--- src/hw/rtl/gcmp_pkg.sv ---
// Shared types, character codes and the power-of-ten table of the G-code move coordinate parser.
package gcmp_pkg;

   localparam int unsigned OUT_BITS = 32;
   localparam int unsigned BYTE_BITS = 8;

   typedef enum logic [1:0] {
      AXIS_NONE = 2'd0,
      AXIS_X    = 2'd1,
      AXIS_Y    = 2'd2,
      AXIS_Z    = 2'd3
   } axis_type;

   localparam logic [BYTE_BITS-1:0] CHAR_NEWLINE = 8'h0A;
   localparam logic [BYTE_BITS-1:0] CHAR_TAB     = 8'h09;
   localparam logic [BYTE_BITS-1:0] CHAR_CR      = 8'h0D;
   localparam logic [BYTE_BITS-1:0] CHAR_SPACE   = 8'h20;
   localparam logic [BYTE_BITS-1:0] CHAR_PLUS    = 8'h2B;
   localparam logic [BYTE_BITS-1:0] CHAR_MINUS   = 8'h2D;
   localparam logic [BYTE_BITS-1:0] CHAR_POINT   = 8'h2E;
   localparam logic [BYTE_BITS-1:0] CHAR_0       = 8'h30;
   localparam logic [BYTE_BITS-1:0] CHAR_1       = 8'h31;
   localparam logic [BYTE_BITS-1:0] CHAR_9       = 8'h39;
   localparam logic [BYTE_BITS-1:0] CHAR_G       = 8'h47;
   localparam logic [BYTE_BITS-1:0] CHAR_X       = 8'h58;
   localparam logic [BYTE_BITS-1:0] CHAR_Y       = 8'h59;
   localparam logic [BYTE_BITS-1:0] CHAR_Z       = 8'h5A;

   localparam int unsigned POW10_BITS = 20;

   function automatic logic [POW10_BITS-1:0] pow10(input logic [2:0] n);
      logic [POW10_BITS-1:0] r;
      case (n)
         3'd0:    r = 20'd1;
         3'd1:    r = 20'd10;
         3'd2:    r = 20'd100;
         3'd3:    r = 20'd1000;
         3'd4:    r = 20'd10000;
         3'd5:    r = 20'd100000;
         3'd6:    r = 20'd1000000;
         default: r = 20'd0;
      endcase
      return r;
   endfunction

endpackage

--- src/hw/rtl/gcmp_if.sv ---
// Valid/ready channel interfaces for the parser's byte input and coordinate result.
interface gcmp_req_if;
   logic                             valid;
   logic                             ready;
   logic [gcmp_pkg::BYTE_BITS-1:0]   in_byte;

   modport source (output valid, output in_byte, input ready);
   modport sink (input valid, input in_byte, output ready);
endinterface

interface gcmp_rsp_if;
   logic                                  valid;
   logic                                  ready;
   logic signed [gcmp_pkg::OUT_BITS-1:0]  x_pos;
   logic signed [gcmp_pkg::OUT_BITS-1:0]  y_pos;
   logic signed [gcmp_pkg::OUT_BITS-1:0]  z_pos;

   modport source (output valid, output x_pos, output y_pos, output z_pos, input ready);
   modport sink (input valid, input x_pos, input y_pos, input z_pos, output ready);
endinterface

--- src/hw/rtl/gcode_move_coordinate_parser.sv ---
// G-code move coordinate parser: byte-wise line parser that reports X, Y and Z of G00/G01 lines.
//
// The req_chan channel carries one ASCII byte per transfer. The rsp_chan channel carries
// one X, Y, Z triple per transfer, in thousandths (10^-FRACTION_DIGITS) of the input unit,
// saturated to 32 bits. A result is produced for each newline that ends a line starting
// with G00 or G01; other bytes produce no result.
// Each byte updates the parser state in the cycle it is transferred, so one byte is taken
// per clock while the input is ready. The result for a newline is valid in the cycle after the newline's transfer,
// from a single output register.
// The input is ready whenever that output register is empty or is being emptied in the
// same cycle, so a stalled receiver holds the result and stops the byte stream only while
// the register is full; no result is lost.
// Reset clears the line state, the open number and the stored coordinates to zero and
// empties the output register.
module gcode_move_coordinate_parser #(
   parameter int unsigned VALUE_BITS = 32,
   parameter int unsigned FRACTION_DIGITS = 3
) (
   input logic         clock,
   input logic         reset,
   gcmp_req_if.sink    req_chan,
   gcmp_rsp_if.source  rsp_chan
);

   localparam int unsigned MW  = VALUE_BITS;
   localparam int unsigned SW  = VALUE_BITS + 25;
   localparam int unsigned FCW = (FRACTION_DIGITS > 0) ? $clog2(FRACTION_DIGITS + 1) : 1;
   localparam int unsigned WW  = ((VALUE_BITS > gcmp_pkg::OUT_BITS) ?
                                  VALUE_BITS : gcmp_pkg::OUT_BITS) + 1;

   localparam logic [SW-1:0] CAP = SW'(1) << (VALUE_BITS - 1);
   localparam logic signed [WW-1:0] OUT_MAX = (WW'(1) << (gcmp_pkg::OUT_BITS - 1)) - WW'(1);
   localparam logic signed [WW-1:0] OUT_MIN = -(WW'(1) << (gcmp_pkg::OUT_BITS - 1));

   logic [1:0]                   pos_ff, pos_in;
   logic                         hdr_ff, hdr_in;
   gcmp_pkg::axis_type           axis_ff, axis_in;
   logic [MW-1:0]                mag_ff, mag_in;
   logic                         neg_ff, neg_in;
   logic                         frac_ff, frac_in;
   logic [FCW-1:0]               fc_ff, fc_in;
   logic                         seen_ff, seen_in;
   logic signed [MW-1:0]         x_ff, x_in;
   logic signed [MW-1:0]         y_ff, y_in;
   logic signed [MW-1:0]         z_ff, z_in;

   logic                         rsp_valid_ff, rsp_valid_in;
   logic signed [gcmp_pkg::OUT_BITS-1:0] x_pos_ff, y_pos_ff, z_pos_ff;

   logic                         take;
   logic                         emit;
   logic                         do_commit;
   logic                         do_clear;
   logic [gcmp_pkg::BYTE_BITS-1:0] c;
   logic                         is_digit;
   logic [3:0]                   digit;
   logic [23:0]                  int_add;
   logic [23:0]                  frac_add;
   logic [2:0]                   frac_idx;
   logic [SW-1:0]                int_sum;
   logic [SW-1:0]                frac_sum;
   logic [SW-1:0]                mag_ext;
   logic signed [MW-1:0]         commit_val;
   logic [MW:0]                  neg_wide;

   function automatic logic signed [gcmp_pkg::OUT_BITS-1:0] clamp32(
      input logic signed [MW-1:0] v
   );
      logic signed [WW-1:0] w;
      logic signed [WW-1:0] r;
      w = WW'(v);
      if (w > OUT_MAX) begin
         r = OUT_MAX;
      end else if (w < OUT_MIN) begin
         r = OUT_MIN;
      end else begin
         r = w;
      end
      return r[gcmp_pkg::OUT_BITS-1:0];
   endfunction

   assign req_chan.ready = !rsp_valid_ff || rsp_chan.ready;
   assign take           = req_chan.valid && req_chan.ready;
   assign c              = req_chan.in_byte;

   assign is_digit = (c inside {[gcmp_pkg::CHAR_0:gcmp_pkg::CHAR_9]});
   assign digit    = 4'(c - gcmp_pkg::CHAR_0);
   assign mag_ext  = SW'(mag_ff);
   assign int_add  = 24'(digit) * 24'(gcmp_pkg::pow10(3'(FRACTION_DIGITS)));
   assign frac_idx = 3'(FRACTION_DIGITS - 1) - 3'(fc_ff);
   assign frac_add = 24'(digit) * 24'(gcmp_pkg::pow10(frac_idx));
   assign int_sum  = (mag_ext << 3) + (mag_ext << 1) + SW'(int_add);
   assign frac_sum = mag_ext + SW'(frac_add);

   always_comb begin
      logic [SW-1:0] m;
      m = (mag_ext > CAP) ? CAP : mag_ext;
      neg_wide = '0;
      if (neg_ff) begin
         neg_wide   = -((MW + 1)'(m));
         commit_val = neg_wide[MW-1:0];
      end else begin
         if (m > CAP - SW'(1)) begin
            m = CAP - SW'(1);
         end
         commit_val = m[MW-1:0];
      end
   end

   always_comb begin
      pos_in    = pos_ff;
      hdr_in    = hdr_ff;
      axis_in   = axis_ff;
      mag_in    = mag_ff;
      neg_in    = neg_ff;
      frac_in   = frac_ff;
      fc_in     = fc_ff;
      seen_in   = seen_ff;
      x_in      = x_ff;
      y_in      = y_ff;
      z_in      = z_ff;
      emit      = 1'b0;
      do_commit = 1'b0;
      do_clear  = 1'b0;

      if (take) begin
         if (c == gcmp_pkg::CHAR_NEWLINE) begin
            emit      = hdr_ff && (pos_ff == 2'd3);
            do_commit = emit;
            do_clear  = 1'b1;
            pos_in    = 2'd0;
            hdr_in    = 1'b0;
            axis_in   = gcmp_pkg::AXIS_NONE;
         end else begin
            if (pos_ff != 2'd3) begin
               pos_in = pos_ff + 2'd1;
            end
            case (pos_ff)
               2'd0: hdr_in = (c == gcmp_pkg::CHAR_G);
               2'd1: hdr_in = hdr_ff && (c == gcmp_pkg::CHAR_0);
               2'd2: hdr_in = hdr_ff && (c == gcmp_pkg::CHAR_0 || c == gcmp_pkg::CHAR_1);
               default: begin
                  if (hdr_ff) begin
                     if (c inside {gcmp_pkg::CHAR_SPACE, gcmp_pkg::CHAR_TAB,
                                   gcmp_pkg::CHAR_CR, gcmp_pkg::CHAR_PLUS}) begin
                        hdr_in = hdr_ff;
                     end else if (c inside {gcmp_pkg::CHAR_X, gcmp_pkg::CHAR_Y,
                                            gcmp_pkg::CHAR_Z}) begin
                        do_commit = 1'b1;
                        do_clear  = 1'b1;
                        axis_in   = gcmp_pkg::axis_type'(2'(c - gcmp_pkg::CHAR_X) + 2'd1);
                     end else if (axis_ff != gcmp_pkg::AXIS_NONE && is_digit) begin
                        if (!frac_ff) begin
                           mag_in  = (int_sum > CAP) ? CAP[MW-1:0] : int_sum[MW-1:0];
                           seen_in = 1'b1;
                        end else if (fc_ff < FCW'(FRACTION_DIGITS)) begin
                           mag_in  = (frac_sum > CAP) ? CAP[MW-1:0] : frac_sum[MW-1:0];
                           fc_in   = fc_ff + FCW'(1);
                           seen_in = 1'b1;
                        end
                     end else if (axis_ff != gcmp_pkg::AXIS_NONE &&
                                  c == gcmp_pkg::CHAR_POINT && !frac_ff) begin
                        frac_in = 1'b1;
                     end else if (axis_ff != gcmp_pkg::AXIS_NONE &&
                                  c == gcmp_pkg::CHAR_MINUS && !seen_ff &&
                                  !frac_ff && !neg_ff) begin
                        neg_in = 1'b1;
                     end else begin
                        do_commit = 1'b1;
                        do_clear  = 1'b1;
                        axis_in   = gcmp_pkg::AXIS_NONE;
                     end
                  end
               end
            endcase
         end

         if (do_commit && seen_ff) begin
            case (axis_ff)
               gcmp_pkg::AXIS_X: x_in = commit_val;
               gcmp_pkg::AXIS_Y: y_in = commit_val;
               gcmp_pkg::AXIS_Z: z_in = commit_val;
               default: x_in = x_ff;
            endcase
         end

         if (do_clear) begin
            mag_in  = '0;
            neg_in  = 1'b0;
            frac_in = 1'b0;
            fc_in   = '0;
            seen_in = 1'b0;
         end
      end
   end

   assign rsp_valid_in = emit || (rsp_valid_ff && !rsp_chan.ready);

   always_ff @(posedge clock) begin
      if (reset) begin
         pos_ff       <= 2'd0;
         hdr_ff       <= 1'b0;
         axis_ff      <= gcmp_pkg::AXIS_NONE;
         mag_ff       <= '0;
         neg_ff       <= 1'b0;
         frac_ff      <= 1'b0;
         fc_ff        <= '0;
         seen_ff      <= 1'b0;
         x_ff         <= '0;
         y_ff         <= '0;
         z_ff         <= '0;
         rsp_valid_ff <= 1'b0;
      end else begin
         pos_ff       <= pos_in;
         hdr_ff       <= hdr_in;
         axis_ff      <= axis_in;
         mag_ff       <= mag_in;
         neg_ff       <= neg_in;
         frac_ff      <= frac_in;
         fc_ff        <= fc_in;
         seen_ff      <= seen_in;
         x_ff         <= x_in;
         y_ff         <= y_in;
         z_ff         <= z_in;
         rsp_valid_ff <= rsp_valid_in;
      end
   end

   always_ff @(posedge clock) begin
      if (emit) begin
         x_pos_ff <= clamp32(x_in);
         y_pos_ff <= clamp32(y_in);
         z_pos_ff <= clamp32(z_in);
      end
   end

   assign rsp_chan.valid = rsp_valid_ff;
   assign rsp_chan.x_pos = x_pos_ff;
   assign rsp_chan.y_pos = y_pos_ff;
   assign rsp_chan.z_pos = z_pos_ff;

endmodule

--- src/flat_wrapper.sv ---
// flat-port wrapper written by rule: the top's interface ports become plain ports
module gcode_move_coordinate_parser_flat 
#(
   parameter int unsigned VALUE_BITS = 32,
   parameter int unsigned FRACTION_DIGITS = 3
)
  (clock, reset, req_chan_valid, req_chan_in_byte, req_chan_ready, rsp_chan_valid, rsp_chan_x_pos, rsp_chan_y_pos, rsp_chan_z_pos, rsp_chan_ready);
  gcmp_req_if req_chan_i ();
  gcmp_rsp_if rsp_chan_i ();
  input logic clock;
  input logic reset;
  input wire logic [$bits(req_chan_i.valid)-1:0] req_chan_valid;
  input wire logic [$bits(req_chan_i.in_byte)-1:0] req_chan_in_byte;
  output wire logic [$bits(req_chan_i.ready)-1:0] req_chan_ready;
  output wire logic [$bits(rsp_chan_i.valid)-1:0] rsp_chan_valid;
  output wire logic [$bits(rsp_chan_i.x_pos)-1:0] rsp_chan_x_pos;
  output wire logic [$bits(rsp_chan_i.y_pos)-1:0] rsp_chan_y_pos;
  output wire logic [$bits(rsp_chan_i.z_pos)-1:0] rsp_chan_z_pos;
  input wire logic [$bits(rsp_chan_i.ready)-1:0] rsp_chan_ready;
  assign req_chan_i.valid = req_chan_valid;
  assign req_chan_i.in_byte = req_chan_in_byte;
  assign req_chan_ready = req_chan_i.ready;
  assign rsp_chan_valid = rsp_chan_i.valid;
  assign rsp_chan_x_pos = rsp_chan_i.x_pos;
  assign rsp_chan_y_pos = rsp_chan_i.y_pos;
  assign rsp_chan_z_pos = rsp_chan_i.z_pos;
  assign rsp_chan_i.ready = rsp_chan_ready;
  gcode_move_coordinate_parser #(.VALUE_BITS(VALUE_BITS), .FRACTION_DIGITS(FRACTION_DIGITS)) u_core (.clock(clock), .reset(reset), .req_chan(req_chan_i), .rsp_chan(rsp_chan_i));
endmodule
--- config.mk ---
export PLATFORM = sky130hd
export DESIGN_NAME = gcode_move_coordinate_parser_flat
export DESIGN_NICKNAME = d
export VERILOG_FILES = /design/src/hw/rtl/gcmp_pkg.sv /design/src/hw/rtl/gcmp_if.sv /design/src/hw/rtl/gcode_move_coordinate_parser.sv /design/src/flat_wrapper.sv
export SDC_FILE = /design/constraint.sdc
export NUM_CORES = 1
export LEC_CHECK = 0
export ABC_AREA = 1
export BUFFER_PORTS_ARGS = -buffer_cell sky130_fd_sc_hd__buf_2
export CAP_MARGIN = 0
export CELL_PAD_IN_SITES_DETAIL_PLACEMENT = 0
export CELL_PAD_IN_SITES_GLOBAL_PLACEMENT = 1
export CORE_MARGIN = 2
export CORE_UTILIZATION = 49
export DETAILED_ROUTE_END_ITERATION = 8
export GPL_TIMING_DRIVEN = 0
export PLACE_DENSITY = 0.94
export REMOVE_ABC_BUFFERS = 1
export SLEW_MARGIN = 20
export SYNTH_ARGS = -nofsm -noshare
export SYNTH_HDL_FRONTEND = slang
export SYNTH_SLANG_ARGS = --single-unit
--- constraint.sdc ---
create_clock -name clock -period 30 [get_ports clock]
set_clock_uncertainty 0.2 [all_clocks]
set_input_delay 3 -clock clock [delete_from_list [all_inputs] [get_ports clock]]
set_output_delay 3 -clock clock [all_outputs]
set_load 0.1 [all_outputs]
==> impl_metrics.ini <==
[worst_setup_path]
required_ns = 30.25
crit_top_cell = nand2_1
path_class = primary input to flip-flop
reg2reg_slack_ns = 23.29
crit_buf_inv = 4
slowest_stage = fa_1
r2r_start = u_core.fc_ff[1]
cp.arrival_ns = 9.08
cp-start-kind = primary input
timing.rr.end = u_core.mag_ff[5]
crit_fanout = 30
slowest_delay_ns = 0.66
reg2reg_depth = 28
worst_setup_path_end_kind = flip-flop
crit_family = simple AND/OR/NAND/NOR gates

[global_route]
grt_overflow_total = 0
grt_usage_pct = 26.0
grt_pass1_vias = 17071
antenna_found_initial = 0
grt_pass1_wl_mm = 86.3
grt_max_degree = 84

[finish]
final_cells = 3368
layout.nets = 3021
synthToLayoutAreaGrowth_pct = 9.51
finish.utilization_pct = 54.1
nFillCells = 3851
drive_above_1_share_pct = 12.0
multi_input_area_um2 = 11400
seqCellArea_um2 = 5670
antenna_cells = 0

[placement]
routabilityCongestion = 0.947
io_buffers = 109
hpwl_mm = 42.0
dpl.cell_count = 3328

[timing]
worst_pin_slew_ns = 1.06
slew_headroom_pct = 29.5
setup_tns_ns = 0
worst_hold_slack_ns = 0.273
rsz0062_at_grt = false
setup_violations = 0
maxSlewViolCount = 0
fin_crit_ns = 8.83
period_share_pct = 29.4
hold_violations = 0
max_freq_mhz = 113

[routing]
antenna_left = 0
first_pass_iters = 5
wl_mm = 52.0
vias = 17285
wl_per_cell_um = 15.4
drt_first_iter_violations = 1070
avgViaCountPerCell = 5.13
drc = 0

[yosys]
ys_warn_count = 0
synthSimpleGateAreaFrac_pct = 34.4
synth_async_sr_flop_share_pct = 0
ys_ff_latch = 235
synth_compound_area_share_pct = 8.68
synth_area_um2 = 19100
ys_seq_area_share_pct = 29.7
synth.distinct_cells = 56
synth.avg_cell_area_um2 = 6.93
synth_fa_ha_area_share_pct = 13.8
synth_top_family_by_area = simple AND/OR/NAND/NOR gates
synthMuxAreaShare_pct = 0.125
yosys.area_share.xor_xnor_pct = 2.62
synthDominantCellAreaShare_pct = 16.2
synth_edf_count = 96
yosys.area.top_type = nand2_1
yosys-top-cells-area = nand2_1 16%, edfxtp_1 15%, dfxtp_1 15%, inv_1 8.5%, ha_1 7.6%
ys.flop_type = dfxtp_1
synth.most_common_cell = nand2_1
synth_common_cells = 824 x nand2_1, 430 x inv_1, 222 x nor2_1
syn_inst = 2750

[run_status]
status = complete, no violations

[worst_hold_path]
hold_path_end = u_core.x_ff[11]
hold_path_depth = 2
holdCritStartpoint = u_core.x_ff[11]
hold_class = flip-flop to flip-flop

[clocking]
cts_root_buf = clkbuf_16
path_clk_slew_ns = 0.07
cts_resized = 0
clockBufferDepth = 3
cts.sinks = 235
hold_buffers = 0
tritoncts = yes
postCtsSetupBuffers = 0
htreeDepth = 1
clk_latency_ns = 0.52
numCtsBuffers = 22

[die]
fp.dieW_um = 201
core_um2 = 38600
core.rowCount = 72
num_io_pins = 110
start_util_pct = 49.4
die_y_um = 201
die-area_um2 = 40500

[power]
switching_power_uw = 186
pwr-share-comb_pct = 13.7
p_int_uw = 539
cellPowerDensity_nw_per_um2 = 34.8
p_leak_uw = 0.0108
p_total_uw = 726
seqPwrFrac_pct = 45.5
power_frac_clock_pct = 40.8
vdd_drop_max_mv = 0.0235
switching_share_pct = 25.7

[flow_run]
cap_violations = 0
layer usage:
layer  track usage, %  share of wire, %  up-vias
met5                0                 0        -
met4             7.27               2.6        0
met3             2.58               4.4       73
met2             46.1                48      385
met1             33.8                45     7951
li1                 -                 -     8876
final cells by class:
cell class	instances	area share, %
tap	518	3.11
inverter	444	7.99
sequential	235	27.2
multi-input combinational	2009	54.7
clock inverter	16	0.887
timing repair buffer	122	3.35
clock buffer	24	2.78
flip-flops by register name, summed over array words and instances, names as in the netlist:
name,flops
u_core.x_ff,32
u_core.seen_ff,1
u_core.frac_ff,1
u_core.neg_ff,1
u_core.rsp_chan.x_pos,32
u_core.hdr_ff,1
u_core.fc_ff,2
u_core.z_ff,32
u_core.mag_ff,32
u_core.pos_ff,2
u_core.rsp_chan.y_pos,32
u_core.rsp_chan.z_pos,32
u_core.rsp_chan.valid,1
u_core.y_ff,32
u_core.axis_ff,2
worst max-delay path by stage:
stage | start | end | slack, ns | depth (start not counted)
5_1_grt | req_chan_in_byte[1] | u_core.mag_ff[30] | 20.57 | 33
6_report | req_chan_in_byte[1] | u_core.mag_ff[28] | 21.17 | 33
3_5_place_dp | req_chan_in_byte[1] | u_core.mag_ff[28] | 20.61 | 33
3_3_place_gp | req_chan_in_byte[0] | u_core.rsp_chan.y_pos[1] | 12.13 | 12
2_1_floorplan | rsp_chan_ready | u_core.rsp_chan.y_pos[21] | 16.05 | 9
4_1_cts | req_chan_in_byte[1] | u_core.mag_ff[28] | 21.13 | 33
kinds of logic after synthesis:
logic type,after synthesis
and+or+nand+nor,1470
other,2
AOI/OAI and AO/OA,293
adders and majority gates,175
DFF,235
buffers and inverters,516
xor gates and xnor gates,57
muxes,2
per-stage QoR:
| step | cell area, µm² | setup WS (ns) |
|---|---|---|
| 5_1_grt | 20900 | 20.57 |
| 2_1_floorplan | 18700 | 16.05 |
| 6_report | 20900 | 21.17 |
| 4_1_cts | 20900 | 21.13 |
| 3_5_place_dp | 20100 | 20.61 |
| 3_3_place_gp | 19900 | 12.13 |
power by group through the flow:
stage                     Combinational, µW  Clock, µW  Sequential [µW]
final                                  99.4        296              331
after global routing                    115        312              330
after CTS                              99.4        300              330
after detailed placement               98.1          0              338
after global placement                 96.6          0              338
after floorplan                        71.7          0              338
worst reg2reg max path, delay by kind of cell (launching register included):
family | cells | cell delay, ns
AND/OR/NAND/NOR | 15 | 3.01
adder cells (fa/ha/maj) | 5 | 2.05
buffers and inverters | 5 | 0.51
flip-flops | 1 | 0.39
AO/OA/AOI/OAI | 2 | 0.29
XOR/XNOR | 1 | 0.18
cells in the final DEF (no fill, tap or decap), types with 44 or more instances in the layout:
cell type,count
a21oi_1,169
buf_2,108
dfxtp_1,137
edfxtp_1,96
fa_1,59
ha_1,116
inv_1,428
nand2_1,824
nand3_1,195
nand4_1,44
nor2_1,222
o21ai_0,59
xor2_1,50
No activity file was read; power rests on OpenSTA's default activity.
